`src/hdl/chroma_dc_ac_prediction_neighbors_assert.svh`:
```
// Assertion helpers for the chroma prediction neighbor block.
`ifndef CHROMA_DC_AC_PREDICTION_NEIGHBORS_ASSERT_SVH
`define CHROMA_DC_AC_PREDICTION_NEIGHBORS_ASSERT_SVH

// Same-cycle implication, disabled while reset is low.
`define CDAP_ASSERT_NOW(lbl, clk, rst_n, ante, cons, msg) \
    lbl: assert property (@(posedge clk) disable iff (!rst_n) (ante) |-> (cons)) \
        else $error(msg);

// Next-cycle implication, disabled while reset is low.
`define CDAP_ASSERT_NEXT(lbl, clk, rst_n, ante, cons, msg) \
    lbl: assert property (@(posedge clk) disable iff (!rst_n) (ante) |=> (cons)) \
        else $error(msg);

`endif

```
`src/hdl/cdap_pkg.sv`:
```
package cdap_pkg;

    localparam int VEC_LEN    = 16;
    localparam int COEF_IDX_W = 4;
    localparam int POS_W      = 16;
    localparam int COEF_W     = 16;
    localparam int MBS_W      = 7;
    localparam int PIX_W      = 4;
    localparam int SINCE_W    = 7;

    // Divisor covers the full column range of the block (9 bits, values up to 511).
    localparam int DVS_W      = 9;
    localparam int ITER_W     = 4;
    localparam logic [ITER_W-1:0] ITER_LAST = 4'd15;

    localparam int CFG_IDX_W  = 1;
    localparam int CFG_DATA_W = 7;
    localparam logic [CFG_IDX_W-1:0] REG_MBS_PER_ROW = 1'd0;
    localparam logic [CFG_IDX_W-1:0] REG_PIXEL_BITS  = 1'd1;

    localparam logic [MBS_W-1:0] MBS_RESET = 7'd22;
    localparam logic [PIX_W-1:0] PIX_RESET = 4'd8;

    typedef enum logic [2:0] {
        S_CLEAR,
        S_IDLE,
        S_DIV,
        S_PLAN,
        S_RD_B,
        S_RD_C,
        S_WR,
        S_OUT
    } t_state;

    typedef enum logic [1:0] {
        K_CLEAR,
        K_FIRST_ROW,
        K_FIRST_COL,
        K_GENERAL
    } t_kind;

    typedef struct packed {
        logic             start;
        logic [POS_W-1:0] dividend;
        logic [DVS_W-1:0] divisor;
    } t_rem_req;

    typedef struct packed {
        logic             done;
        logic [DVS_W-1:0] remainder;
    } t_rem_rsp;

endpackage

```
`src/hdl/cdap_rem.sv`:
```
// Restoring remainder unit: one quotient bit per cycle.
module cdap_rem (
    input  logic               i_clk,
    input  logic               i_rst_n,
    input  cdap_pkg::t_rem_req i_req,
    output cdap_pkg::t_rem_rsp o_rsp
);

    logic                              r_busy;
    logic                              r_done;
    logic [cdap_pkg::ITER_W-1:0]       r_cnt;
    logic [cdap_pkg::POS_W-1:0]        r_dvd;
    logic [cdap_pkg::DVS_W-1:0]        r_dvs;
    logic [cdap_pkg::DVS_W-1:0]        r_rem;
    logic [cdap_pkg::DVS_W-1:0]        w_trial;
    logic [cdap_pkg::DVS_W-1:0]        n_rem;

    // Remainder stays below the divisor, so its top bit is free for the shift.
    assign w_trial = {r_rem[cdap_pkg::DVS_W-2:0], r_dvd[cdap_pkg::POS_W-1]};
    assign n_rem   = (w_trial >= r_dvs) ? (w_trial - r_dvs) : w_trial;

    always_ff @(posedge i_clk) begin
        if (!i_rst_n) begin
            r_busy <= 1'b0;
            r_done <= 1'b0;
            r_cnt  <= '0;
        end else begin
            r_done <= 1'b0;
            if (i_req.start) begin
                r_busy <= 1'b1;
                r_cnt  <= '0;
            end else if (r_busy) begin
                r_cnt <= r_cnt + 1'b1;
                if (r_cnt == cdap_pkg::ITER_LAST) begin
                    r_busy <= 1'b0;
                    r_done <= 1'b1;
                end
            end
        end
    end

    always_ff @(posedge i_clk) begin
        if (i_req.start) begin
            r_dvd <= i_req.dividend;
            r_dvs <= i_req.divisor;
            r_rem <= '0;
        end else if (r_busy) begin
            r_dvd <= {r_dvd[cdap_pkg::POS_W-2:0], 1'b0};
            r_rem <= n_rem;
        end
    end

    assign o_rsp.done      = r_done;
    assign o_rsp.remainder = r_rem;

endmodule

```
`config.mk`:
```
export PLATFORM = sky130hd
export DESIGN_NAME = cdap_rem
export DESIGN_NICKNAME = d
export VERILOG_FILES = /design/src/hdl/chroma_dc_ac_prediction_neighbors_assert.svh /design/src/hdl/cdap_pkg.sv /design/src/hdl/cdap_rem.sv
export SDC_FILE = /design/constraint.sdc
export NUM_CORES = 1
export LEC_CHECK = 0
export BUFFER_PORTS_ARGS = -buffer_cell sky130_fd_sc_hd__buf_2
export CAP_MARGIN = 15
export CORE_ASPECT_RATIO = 0.7
export CORE_MARGIN = 4
export CORE_UTILIZATION = 30
export CTS_BUF_LIST = sky130_fd_sc_hd__clkbuf_4
export CTS_CLUSTER_DIAMETER = 50
export DETAILED_ROUTE_END_ITERATION = 6
export SYNTH_ARGS = -nofsm -noshare
export SYNTH_HDL_FRONTEND = slang
export SYNTH_SLANG_ARGS = --single-unit
```
`constraint.sdc`:
```
create_clock -name i_clk -period 2 [get_ports i_clk]
set_clock_uncertainty 0.1 [all_clocks]
set_input_delay 0.1 -clock i_clk [delete_from_list [all_inputs] [get_ports i_clk]]
set_output_delay 0.1 -clock i_clk [all_outputs]
set_load 0.02 [all_outputs]
```
==> flow_summary.ini <==
[setup_path]
path_class = reg2reg
startpoint_type = register
worstPathRequired_ns = 2.17
r2r_slack_ns = -0.06
rr_worst_depth = 7
end_kind = register
critical_path_arrival_ns = 2.23
worstPathMaxFanout = 3

[die]
dieArea_um2 = 8510
rows = 25
ios = 38
coreArea_um2 = 6820
die_w_um = 109
fp.dieH_um = 78.4
initial_core_util_pct = 31.2

[outcome]
status = finished, violations left
violations = negative setup slack

[drt]
firstDrtPassIters = 4
ant_nets = 0
drt-initial-drc-count = 75
wl_mm = 5.41
drcViolationCount = 0
post_drt_wl_per_cell_um = 14.1
vias = 1826
wl_met1_mm = 2.72
wl_met3_um = 176
highest_layer = met4
vias_per_cell = 4.74
routed-wl-met2_mm = 2.45

[cts]
path_clk_slew_ns = 0.14
cts_tree = yes
cts-buffers-inserted = 5
clock_path_buffers = 2
cts-root-buf = clkbuf_4
worstSkewPairLatency_ns = 0.36
htree_levels = 2
cts.sinks = 40

[global_route]
grt_usage_pct = 13.0
grt_pass1_vias = 1772
grt_pass1_wl_mm = 8.65
grt_max_degree = 20
antenna_found_initial = 0
grt_overflow = 0

[placement]
dpl_worst_slack_ns = -0.265
dp.final_hpwl_mm = 3.75
gp_congestion = 0.854
place_area_um2 = 2630
portBuffers = 37

[power]
power_density_nw_per_um2 = 654
p_leak_nw = 1.37
irDropWorstVdd_v = 0.000364
p_total_mw = 2.15

[timing]
final_hold_viol_count = 0
finalCriticalPeriod_ns = 2.06
relSlewSlack_pct = 70.7
worst_slew_pin_slew_ns = 0.440
finalMaxSlewViolations = 0
rsz0062_at_grt = true
finalCritPeriodShare_pct = 103
fmax_mhz = 485
setup_slack_ns = -0.0600
setup-violations-final = 2

[min_path]
min_delay_path_depth = 1
min_path_type = in2reg

[yosys]
ys_async_sr_fraction_pct = 0
synthTopCellsByArea = edfxtp_1 35%, dfxtp_1 14%, mux2_2 8.0%, ha_1 5.9%, nor2_1 2.7%
netlist.area_leader.share_pct = 35.3
synthesis.area_um2 = 2120
yosysTopAreaCell = edfxtp_1
synth_ff_type = edfxtp_1
yosysWarnings = 0
yosysMostFrequentCell = edfxtp_1
synth_commonest_cells = 25 x edfxtp_1, 15 x dfxtp_1, 15 x mux2_2, 15 x nor2_1, 11 x inv_1
synth.avg_cell_area_um2 = 11.3
ys_seq_elements = 40
synth-edff-count = 25
synth_cell_types = 51
postSynthNetCount = 227
syn_inst = 188
yosysSeqAreaShare_pct = 49.5

[finish]
nNetsFinal = 329
final_util_pct = 48.1
design_area_um2 = 3280
diodes = 0
area_growth_pct = 54.4
drive_gt1_share_pct = 47.1

[run]
max-cap-violations = 0
## per-layer routing
| layer | global-route usage, % | vias up |
|---|---|---|
| li1 | - | 912 |
| met1 | 19.4 | 878 |
| met2 | 18.8 | 27 |
| met3 | 2.55 | 9 |
| met4 | 3.91 | 0 |
| met5 | 0 | - |
## area by class of cell
class | instances | area (µm²)
Clock inverter | 3 | 18.8
Multi-Input combinational cell | 128 | 1230
Inverter | 12 | 45.0
Sequential cell | 40 | 1060
Timing Repair Buffer | 103 | 776
Fill cell | 657 | 3540
Tap cell | 94 | 118
Clock buffer | 5 | 37.5
## worst paths after layout
kind	startpoint	end
worst min register to register	r_cnt[3]	r_done
worst min-delay path	i_req[25]	r_dvs[0]
worst max-delay path	r_dvs[0]	r_rem[8]
worst max register to register	r_dvs[0]	r_rem[8]
## per-stage QoR
stage	TNS [ns]	std cells	hold WS (ns)
global placement	-1.07	341	0.177
global route	-0.639	385	0.107
floorplan	-0.0221	188	0.0989
detailed placement	-1.45	341	0.178
finish	-0.102	385	0.101
CTS	-0.223	381	0.0932
## report_power, final
| part | switching, mW | total, mW | internal [mW] |
|---|---|---|---|
| logic | 0.346 | 0.731 | 0.385 |
| clock network | 0.296 | 0.429 | 0.133 |
| registers | 0.0313 | 0.986 | 0.955 |
## critical path, cell delays in order (launching register included)
cell	delay, ns
edfxtp_1	0.44
ha_4	0.19
fa_2	0.34
nand2b_4	0.18
a211oi_4	0.26
mux2i_1	0.21
o2111a_1	0.18
o21ai_1	0.07
## state kept, by name (all words and copies together), names as in the netlist
signal and cells:
r_rem 9, r_dvd 16, r_done 1, r_cnt 4, r_busy 1, r_dvs 9
## logic make-up (layout without fill, tap and decap cells)
logic type               count (synthesis)  in the layout  share of synthesized area, %
AO/OA/AOI/OAI                           43             43                          15.8
XOR/XNOR                                 6              6                          2.47
adder cells (fa/ha/maj)                 11             11                          6.83
buffers and inverters                   20            123                          4.12
flip-flops                              40             40                          49.5
multiplexers                            17             17                          8.89
AND/OR/NAND/NOR                         51             51                          12.4
## what timing repair did
action                     4_1_cts  5_1_grt
resized for setup               18       30
hold buffers                    26        0
pin swaps                       11       10
setup buffers                    6        4
hold endpoints to repair        31        0
setup endpoints to repair        9        9
## cell usage in the layout, fill, tap and decap left out, types with 6 or more instances in the layout
cell,instances
nand2_1,9
dlygate4sd3_1,26
buf_6,8
nand3_1,6
buf_4,32
inv_1,8
dfxtp_1,11
mux2_2,15
nor2_1,14
edfxtp_1,25
buf_2,37
(Power assumes the default switching activity.)
